File: src/rtl/core/tlpq_pkg.sv
package tlpq_pkg;

    localparam int TAG_W   = 16;
    localparam int STAMP_W = 32;

    localparam logic CMD_ENQ = 1'b0;
    localparam logic CMD_DEQ = 1'b1;

    localparam logic [1:0] ST_DONE  = 2'd0;
    localparam logic [1:0] ST_FULL  = 2'd1;
    localparam logic [1:0] ST_EMPTY = 2'd2;

    typedef struct packed {
        logic [TAG_W-1:0]   tag;
        logic               urgent;
        logic [STAMP_W-1:0] stamp;
    } entry_t;

    // a goes ahead of b: higher priority first, then strictly earlier stamp
    function automatic logic beats(entry_t a, entry_t b);
        logic res;
        if (a.urgent != b.urgent)
        begin
            res = a.urgent;
        end
        else
        begin
            res = (a.stamp < b.stamp);
        end
        return res;
    endfunction

endpackage

File: src/rtl/core/tlpq_req_if.sv
interface tlpq_req_if;
    logic                       valid;
    logic                       ready;
    logic                       cmd;
    logic [tlpq_pkg::TAG_W-1:0]   new_tag;
    logic                       new_urgent;
    logic [tlpq_pkg::STAMP_W-1:0] new_stamp;

    modport source (output valid, cmd, new_tag, new_urgent, new_stamp, input ready);
    modport sink   (input valid, cmd, new_tag, new_urgent, new_stamp, output ready);
endinterface

File: src/rtl/core/tlpq_rsp_if.sv
interface tlpq_rsp_if #(
    parameter int CNT_W = 5
);
    logic                         valid;
    logic                         ready;
    logic [1:0]                   status_code;
    logic [tlpq_pkg::TAG_W-1:0]   out_tag;
    logic                         out_urgent;
    logic [tlpq_pkg::STAMP_W-1:0] out_stamp;
    logic [CNT_W-1:0]             fill_count;
    logic                         is_empty;

    modport source (output valid, status_code, out_tag, out_urgent, out_stamp, fill_count,
                    is_empty, input ready);
    modport sink   (input valid, status_code, out_tag, out_urgent, out_stamp, fill_count,
                    is_empty, output ready);
endinterface

File: src/rtl/core/two_level_priority_fifo_queue.sv
// Enqueue: S_CMP compares the new entry with stored entries from the tail toward the head;
// each entry that the new one beats is shifted back one place through the store, which has
// one read and one write port, then the new entry is written and the result passes S_OUT.
// Dequeue passes S_DEQ and S_OUT; a refused request goes straight to S_OUT. One request in
// flight at a time; the next is taken the cycle after the result moves to the output register.
// Reset clears state, head, count and the output valid; the entry store is not cleared.
module two_level_priority_fifo_queue #(
    parameter int QUEUE_DEPTH = 16
) (
    input  logic              clk,
    input  logic              rst_n,
    tlpq_req_if.sink          req,
    tlpq_rsp_if.source        rsp
);

    localparam int IDX_W = (QUEUE_DEPTH > 1) ? $clog2(QUEUE_DEPTH) : 1;
    localparam int CNT_W = $clog2(QUEUE_DEPTH + 1);

    localparam logic [CNT_W-1:0] CNT_FULL = CNT_W'(QUEUE_DEPTH);
    localparam logic [CNT_W-1:0] CNT_ONE  = CNT_W'(1);
    localparam logic [CNT_W-1:0] CNT_TWO  = CNT_W'(2);
    localparam logic [IDX_W-1:0] IDX_LAST = IDX_W'(QUEUE_DEPTH - 1);
    localparam logic [IDX_W-1:0] IDX_ZERO = '0;

    localparam logic [2:0] S_IDLE = 3'd0;
    localparam logic [2:0] S_CMP  = 3'd1;
    localparam logic [2:0] S_PUT  = 3'd2;
    localparam logic [2:0] S_DEQ  = 3'd3;
    localparam logic [2:0] S_OUT  = 3'd4;

    logic [2:0]       state_reg, state_next;
    logic [IDX_W-1:0] head_reg, head_next;
    logic [CNT_W-1:0] count_reg, count_next;
    logic [CNT_W-1:0] k_reg, k_next;

    tlpq_pkg::entry_t item_reg, item_next;
    tlpq_pkg::entry_t st_entry_reg, st_entry_next;
    logic [1:0]       st_status_reg, st_status_next;

    logic             ov_reg;
    logic [1:0]       o_status_reg;
    tlpq_pkg::entry_t o_entry_reg;
    logic [CNT_W-1:0] o_count_reg;

    logic             req_fire;
    logic             out_free;
    logic [IDX_W-1:0] rd_off;
    logic             wr_en;
    logic [IDX_W-1:0] wr_off;
    tlpq_pkg::entry_t wr_data;
    tlpq_pkg::entry_t rd_data;
    tlpq_pkg::entry_t req_entry;

    tlpq_store #(
        .QUEUE_DEPTH (QUEUE_DEPTH),
        .IDX_W       (IDX_W)
    ) u_store (
        .clk     (clk),
        .head    (head_reg),
        .rd_off  (rd_off),
        .wr_en   (wr_en),
        .wr_off  (wr_off),
        .wr_data (wr_data),
        .rd_data (rd_data)
    );

    assign req.ready = (state_reg == S_IDLE);
    assign req_fire  = req.valid && req.ready;
    assign out_free  = !ov_reg || rsp.ready;

    always_comb
    begin
        req_entry.tag    = req.new_tag;
        req_entry.urgent = req.new_urgent;
        req_entry.stamp  = req.new_stamp;
    end

    always_comb
    begin
        state_next     = state_reg;
        head_next      = head_reg;
        count_next     = count_reg;
        k_next         = k_reg;
        item_next      = item_reg;
        st_entry_next  = st_entry_reg;
        st_status_next = st_status_reg;
        rd_off         = IDX_ZERO;
        wr_en          = 1'b0;
        wr_off         = k_reg[IDX_W-1:0];
        wr_data        = item_reg;

        unique case (state_reg)
            S_IDLE:
            begin
                rd_off = (req.cmd == tlpq_pkg::CMD_ENQ) ?
                         IDX_W'(count_reg - CNT_ONE) : IDX_ZERO;
                if (req_fire)
                begin
                    item_next      = req_entry;
                    st_entry_next  = '0;
                    st_status_next = tlpq_pkg::ST_DONE;
                    k_next         = count_reg;
                    if (req.cmd == tlpq_pkg::CMD_ENQ)
                    begin
                        if (count_reg == CNT_FULL)
                        begin
                            st_status_next = tlpq_pkg::ST_FULL;
                            state_next     = S_OUT;
                        end
                        else if (count_reg == '0)
                        begin
                            state_next = S_PUT;
                        end
                        else
                        begin
                            state_next = S_CMP;
                        end
                    end
                    else
                    begin
                        if (count_reg == '0)
                        begin
                            st_status_next = tlpq_pkg::ST_EMPTY;
                            state_next     = S_OUT;
                        end
                        else
                        begin
                            state_next = S_DEQ;
                        end
                    end
                end
            end
            S_CMP:
            begin
                // rd_data holds the entry at offset k-1
                rd_off = IDX_W'(k_reg - CNT_TWO);
                wr_en  = 1'b1;
                if (tlpq_pkg::beats(item_reg, rd_data))
                begin
                    // shift the beaten entry back one place and keep scanning
                    wr_data = rd_data;
                    k_next  = k_reg - CNT_ONE;
                    if (k_reg == CNT_ONE)
                    begin
                        state_next = S_PUT;
                    end
                end
                else
                begin
                    count_next = count_reg + CNT_ONE;
                    state_next = S_OUT;
                end
            end
            S_PUT:
            begin
                wr_en      = 1'b1;
                count_next = count_reg + CNT_ONE;
                state_next = S_OUT;
            end
            S_DEQ:
            begin
                st_entry_next = rd_data;
                head_next     = (head_reg == IDX_LAST) ? IDX_ZERO : head_reg + IDX_W'(1);
                count_next    = count_reg - CNT_ONE;
                state_next    = S_OUT;
            end
            S_OUT:
            begin
                if (out_free)
                begin
                    state_next = S_IDLE;
                end
            end
            default:
            begin
                state_next = S_IDLE;
            end
        endcase
    end

    always_ff @(posedge clk or negedge rst_n)
    begin
        if (!rst_n)
        begin
            state_reg <= S_IDLE;
            head_reg  <= '0;
            count_reg <= '0;
            ov_reg    <= 1'b0;
        end
        else
        begin
            state_reg <= state_next;
            head_reg  <= head_next;
            count_reg <= count_next;
            if (state_reg == S_OUT && out_free)
            begin
                ov_reg <= 1'b1;
            end
            else if (rsp.ready)
            begin
                ov_reg <= 1'b0;
            end
        end
    end

    always_ff @(posedge clk)
    begin
        k_reg         <= k_next;
        item_reg      <= item_next;
        st_entry_reg  <= st_entry_next;
        st_status_reg <= st_status_next;
        if (state_reg == S_OUT && out_free)
        begin
            o_status_reg <= st_status_reg;
            o_entry_reg  <= st_entry_reg;
            o_count_reg  <= count_reg;
        end
    end

    assign rsp.valid       = ov_reg;
    assign rsp.status_code = o_status_reg;
    assign rsp.out_tag     = o_entry_reg.tag;
    assign rsp.out_urgent  = o_entry_reg.urgent;
    assign rsp.out_stamp   = o_entry_reg.stamp;
    assign rsp.fill_count  = o_count_reg;
    assign rsp.is_empty    = (o_count_reg == '0);

endmodule

File: src/rtl/core/tlpq_store.sv
module tlpq_store #(
    parameter int QUEUE_DEPTH = 16,
    parameter int IDX_W       = 4
) (
    input  logic                 clk,
    input  logic [IDX_W-1:0]     head,
    input  logic [IDX_W-1:0]     rd_off,
    input  logic                 wr_en,
    input  logic [IDX_W-1:0]     wr_off,
    input  tlpq_pkg::entry_t     wr_data,
    output tlpq_pkg::entry_t     rd_data
);

    localparam logic [IDX_W:0] DEPTH_W = (IDX_W+1)'(QUEUE_DEPTH);

    tlpq_pkg::entry_t mem [QUEUE_DEPTH];
    tlpq_pkg::entry_t rd_data_reg;

    logic [IDX_W:0]   rd_sum;
    logic [IDX_W:0]   wr_sum;
    logic [IDX_W-1:0] rd_addr;
    logic [IDX_W-1:0] wr_addr;

    // wrap offsets around the ring; for an offset below the depth the sum stays below twice the depth
    always_comb
    begin
        rd_sum = {1'b0, head} + {1'b0, rd_off};
        wr_sum = {1'b0, head} + {1'b0, wr_off};
        rd_addr = (rd_sum >= DEPTH_W) ? IDX_W'(rd_sum - DEPTH_W) : rd_sum[IDX_W-1:0];
        wr_addr = (wr_sum >= DEPTH_W) ? IDX_W'(wr_sum - DEPTH_W) : wr_sum[IDX_W-1:0];
    end

    always_ff @(posedge clk)
    begin
        if (wr_en)
        begin
            mem[wr_addr] <= wr_data;
        end
        rd_data_reg <= mem[rd_addr];
    end

    assign rd_data = rd_data_reg;

endmodule

File: src/flat_wrapper.sv
// flat-port wrapper written by rule: the top's interface ports become plain ports
module two_level_priority_fifo_queue_flat 
#(
    parameter int QUEUE_DEPTH = 16
)
  (clk, rst_n, req_valid, req_cmd, req_new_tag, req_new_urgent, req_new_stamp, req_ready, rsp_valid, rsp_status_code, rsp_out_tag, rsp_out_urgent, rsp_out_stamp, rsp_fill_count, rsp_is_empty, rsp_ready);
  tlpq_req_if req_i ();
  tlpq_rsp_if #(.CNT_W((5))) rsp_i ();
  input  logic clk;
  input  logic rst_n;
  input wire logic [$bits(req_i.valid)-1:0] req_valid;
  input wire logic [$bits(req_i.cmd)-1:0] req_cmd;
  input wire logic [$bits(req_i.new_tag)-1:0] req_new_tag;
  input wire logic [$bits(req_i.new_urgent)-1:0] req_new_urgent;
  input wire logic [$bits(req_i.new_stamp)-1:0] req_new_stamp;
  output wire logic [$bits(req_i.ready)-1:0] req_ready;
  output wire logic [$bits(rsp_i.valid)-1:0] rsp_valid;
  output wire logic [$bits(rsp_i.status_code)-1:0] rsp_status_code;
  output wire logic [$bits(rsp_i.out_tag)-1:0] rsp_out_tag;
  output wire logic [$bits(rsp_i.out_urgent)-1:0] rsp_out_urgent;
  output wire logic [$bits(rsp_i.out_stamp)-1:0] rsp_out_stamp;
  output wire logic [$bits(rsp_i.fill_count)-1:0] rsp_fill_count;
  output wire logic [$bits(rsp_i.is_empty)-1:0] rsp_is_empty;
  input wire logic [$bits(rsp_i.ready)-1:0] rsp_ready;
  assign req_i.valid = req_valid;
  assign req_i.cmd = req_cmd;
  assign req_i.new_tag = req_new_tag;
  assign req_i.new_urgent = req_new_urgent;
  assign req_i.new_stamp = req_new_stamp;
  assign req_ready = req_i.ready;
  assign rsp_valid = rsp_i.valid;
  assign rsp_status_code = rsp_i.status_code;
  assign rsp_out_tag = rsp_i.out_tag;
  assign rsp_out_urgent = rsp_i.out_urgent;
  assign rsp_out_stamp = rsp_i.out_stamp;
  assign rsp_fill_count = rsp_i.fill_count;
  assign rsp_is_empty = rsp_i.is_empty;
  assign rsp_i.ready = rsp_ready;
  two_level_priority_fifo_queue #(.QUEUE_DEPTH(QUEUE_DEPTH)) u_core (.clk(clk), .rst_n(rst_n), .req(req_i), .rsp(rsp_i));
endmodule
File: config.mk
export PLATFORM = sky130hd
export DESIGN_NAME = two_level_priority_fifo_queue_flat
export DESIGN_NICKNAME = d
export VERILOG_FILES = /design/src/rtl/core/tlpq_pkg.sv /design/src/rtl/core/tlpq_req_if.sv /design/src/rtl/core/tlpq_rsp_if.sv /design/src/rtl/core/two_level_priority_fifo_queue.sv /design/src/rtl/core/tlpq_store.sv /design/src/flat_wrapper.sv
export SDC_FILE = /design/constraint.sdc
export NUM_CORES = 1
export LEC_CHECK = 0
export ABC_AREA = 1
export BUFFER_PORTS_ARGS = -buffer_cell sky130_fd_sc_hd__buf_4
export CAP_MARGIN = 5
export CORE_ASPECT_RATIO = 0.9
export CORE_MARGIN = 3
export CORE_UTILIZATION = 40
export CTS_CLUSTER_DIAMETER = 80
export CTS_CLUSTER_SIZE = 14
export DETAILED_ROUTE_END_ITERATION = 10
export PLACE_DENSITY = 0.55
export SYNTH_ARGS = -nofsm -noshare
export SYNTH_HDL_FRONTEND = slang
export SYNTH_SLANG_ARGS = --single-unit
File: constraint.sdc
create_clock -name clk -period 9.1 [get_ports clk]
set_input_delay 0.455 -clock clk [delete_from_list [all_inputs] [get_ports clk]]
set_output_delay 0.455 -clock clk [all_outputs]
set_load 0.02 [all_outputs]
==> results.cfg <==
[floorplanning]
coreArea_um2 = 98600
num_rows = 109
die_h_um = 306
die_w_um = 339
ios = 113
die_area_um2 = 104000
start_util = 0.405

[synthesis]
syn-num-nets = 3017
synth_cells = 2916
yosysSeqAreaShare = 0.744
yosys.area.top_type = edfxtp_1
postSynthAreaPerCell_um2 = 13.7
synth_top_cell_area_share = 0.711
synth_ff_type = edfxtp_1
netlist_area_um2 = 39900
synth_seq_cells = 1007
post_synth_num_cell_types = 35
yosys_warnings = 0
async_flop_share = 0.0129
synth_edf_count = 945
synth.area.top_cells = edfxtp_1 71%, o21ai_0 5.0%, mux2i_1 4.9%

[critical_path]
r2r_start = u_core.state_reg[1]
reg2reg_depth = 12
cp-start-kind = flip-flop
r2r-end = u_core.u_store.rd_data[5]
path_class = flip-flop to flip-flop
critPathRequiredTime_ns = 9.64
endpoint = u_core.u_store.rd_data[5]
crit_path_max_fanout = 65
crit_start = u_core.state_reg[1]
end_kind = flip-flop
reg2reg_setup_slack_ns = 4.21
cp.arrival_ns = 5.43

[route]
first_iter_violations = 1738
viasPerCell = 5.13
routed_wirelength_mm = 94.8
wl_per_cell_um = 21.2
via_count = 22969
dr.pass1.iters = 7
drc = 0
ant_nets = 0

[finish]
layout_common_cells = 945 x edfxtp_1, 396 x o21ai_0, 360 x nand2_1, 281 x inv_1, 212 x a21oi_1
largest_reg_flops = 784
nNetsFinal = 3188
syn_to_final_growth_pct = 14.0
regMostFlops = u_core.u_store.mem
seq_area_um2 = 29700
antenna_cells = 0
fill_cells = 8717
multi_input_area_um2 = 8710
drive_gt1_frac = 0.100
final_common_cell = edfxtp_1

[timing]
tightest_slew_ns = 1.16
rsz0062_at_grt = no
hold_viol = 0
finalSetupViolCount = 0
drv_slew = 0
slew-limit-headroom = 0.226
min_period_ns = 4.89
fin_crit_sh = 0.537
fmax_ghz = 0.205
clock_skew_ns = 0.0289
setup_tns_ns = 0

[grt]
grt_util_all_layers = 0.181
grt_pass1_vias = 22472
antenna_found_initial = 2
grt_max_degree = 218
top_usage_layer = met2
met3_usage = 0.0282
grt-ovfl-total = 0
grt.met2_usage = 0.293
gr-usage-met1 = 0.258
grt_pass1_wl_mm = 143

[job]
maxCapViolCount = 0

[cts]
ctsRootBufferMaster = clkbuf_16
cts_setup_buffers = 0
numCtsBuffers = 82
cts_tree = done
clkLatencyLatePin_ns = 0.64
clk_pin_slew_ns = 0.07
clkSinkCount = 1007
cts_buffer_depth = 3
htree_levels = 3

[placed_design]
gp_congestion = 0.755
place_hpwl_mm = 47.8
portBuffers = 112

[min_path]
holdCritPathClass = primary input to flip-flop
hold_depth = 1

[status]
status = complete, no violations
critical path: stages (launching register included):
cell and delay [ns]:
dfrtp_1 0.40, nor3_2 0.60, inv_1 0.35, o22ai_1 0.33, ha_4 0.19, fa_4 0.25, xnor2_2 0.10, buf_4 0.53
clkinv_2 0.72, buf_4 0.69, o211ai_1 0.27, nand2_1 0.07, o21ai_0 0.17
cell usage after synthesis (4+ instances only):
| library cell | count |
|---|---|
| xor2_1 | 11 |
| ha_1 | 45 |
| dfrtp_1 | 13 |
| dfxtp_1 | 49 |
| mux2i_1 | 197 |
| buf_2 | 30 |
| nand3_1 | 18 |
| o22ai_1 | 4 |
| buf_1 | 11 |
| o21ai_1 | 11 |
| nand2_1 | 362 |
| clkbuf_1 | 109 |
| o211ai_1 | 99 |
| inv_1 | 282 |
| edfxtp_1 | 945 |
| o21ai_0 | 399 |
| xnor2_1 | 5 |
| a21oi_1 | 212 |
| nor2_1 | 86 |
per-stage QoR:
stage               hold slack, ns  utilization  setup WS [ns]  cells  instance area (um^2)
floorplan                    0.159            -           4.63   2916                 39900
global placement             0.315        0.432           4.42   4286                 42600
detailed placement           0.322        0.432           4.19   4286                 42600
CTS                        0.00571        0.462           4.16   4478                 45500
global route               0.00780        0.462           3.87   4478                 45500
finish                      0.0474        0.462           4.21   4478                 45500
logic make-up (layout without fill, tap and decap cells):
family                     Yosys count  count (layout)  share of synthesized area
and+or+nand+nor                    474             474                     0.0457
AOI/OAI and AO/OA                  734             734                     0.0990
buffers and inverters              439             669                     0.0428
DFF                               1007            1007                      0.744
muxes                              197             197                     0.0494
adders and majority gates           47              47                     0.0151
xor gates and xnor gates            18              18                    0.00433
timing repair:
item                                   CTS  global route
gates resized for setup                  0             0
endpoints found under the hold margin   61             0
hold buffers                            49             0
layout make-up:
cell class | count | area share
timing repair buffer | 241 | 0.0435
sequential | 1007 | 0.652
tap | 1332 | 0.0366
clock inverter | 7 | 0.00195
inverter | 285 | 0.0236
clock buffer | 136 | 0.0507
multi-input combinational | 1470 | 0.191
routing by layer:
| metal | wire length (um) | vias to the layer above | part of all wire |
|---|---|---|---|
| met1 | 43900 | 11457 | 0.46 |
| met3 | 4780 | 128 | 0.050 |
| met2 | 44200 | 540 | 0.47 |
| li1 | - | 10844 | - |
| met4 | 1960 | 0 | 0.021 |
| met5 | 0 | - | 0 |
worst min-delay path by stage:
stage,from,to,slack (ns)
finish,req_new_tag[4],u_core.item_reg[37],0.05
detailed placement,rst_n,u_core.count_reg[3],0.32
global route,req_new_tag[4],u_core.item_reg[37],0.008
CTS,req_new_tag[4],u_core.item_reg[37],0.006
global placement,rst_n,u_core.count_reg[3],0.31
floorplan,rst_n,u_core.count_reg[0],0.16
Power is not shown: default switching activity piles up to over one toggle a cycle in this logic, so the estimate is an artifact.
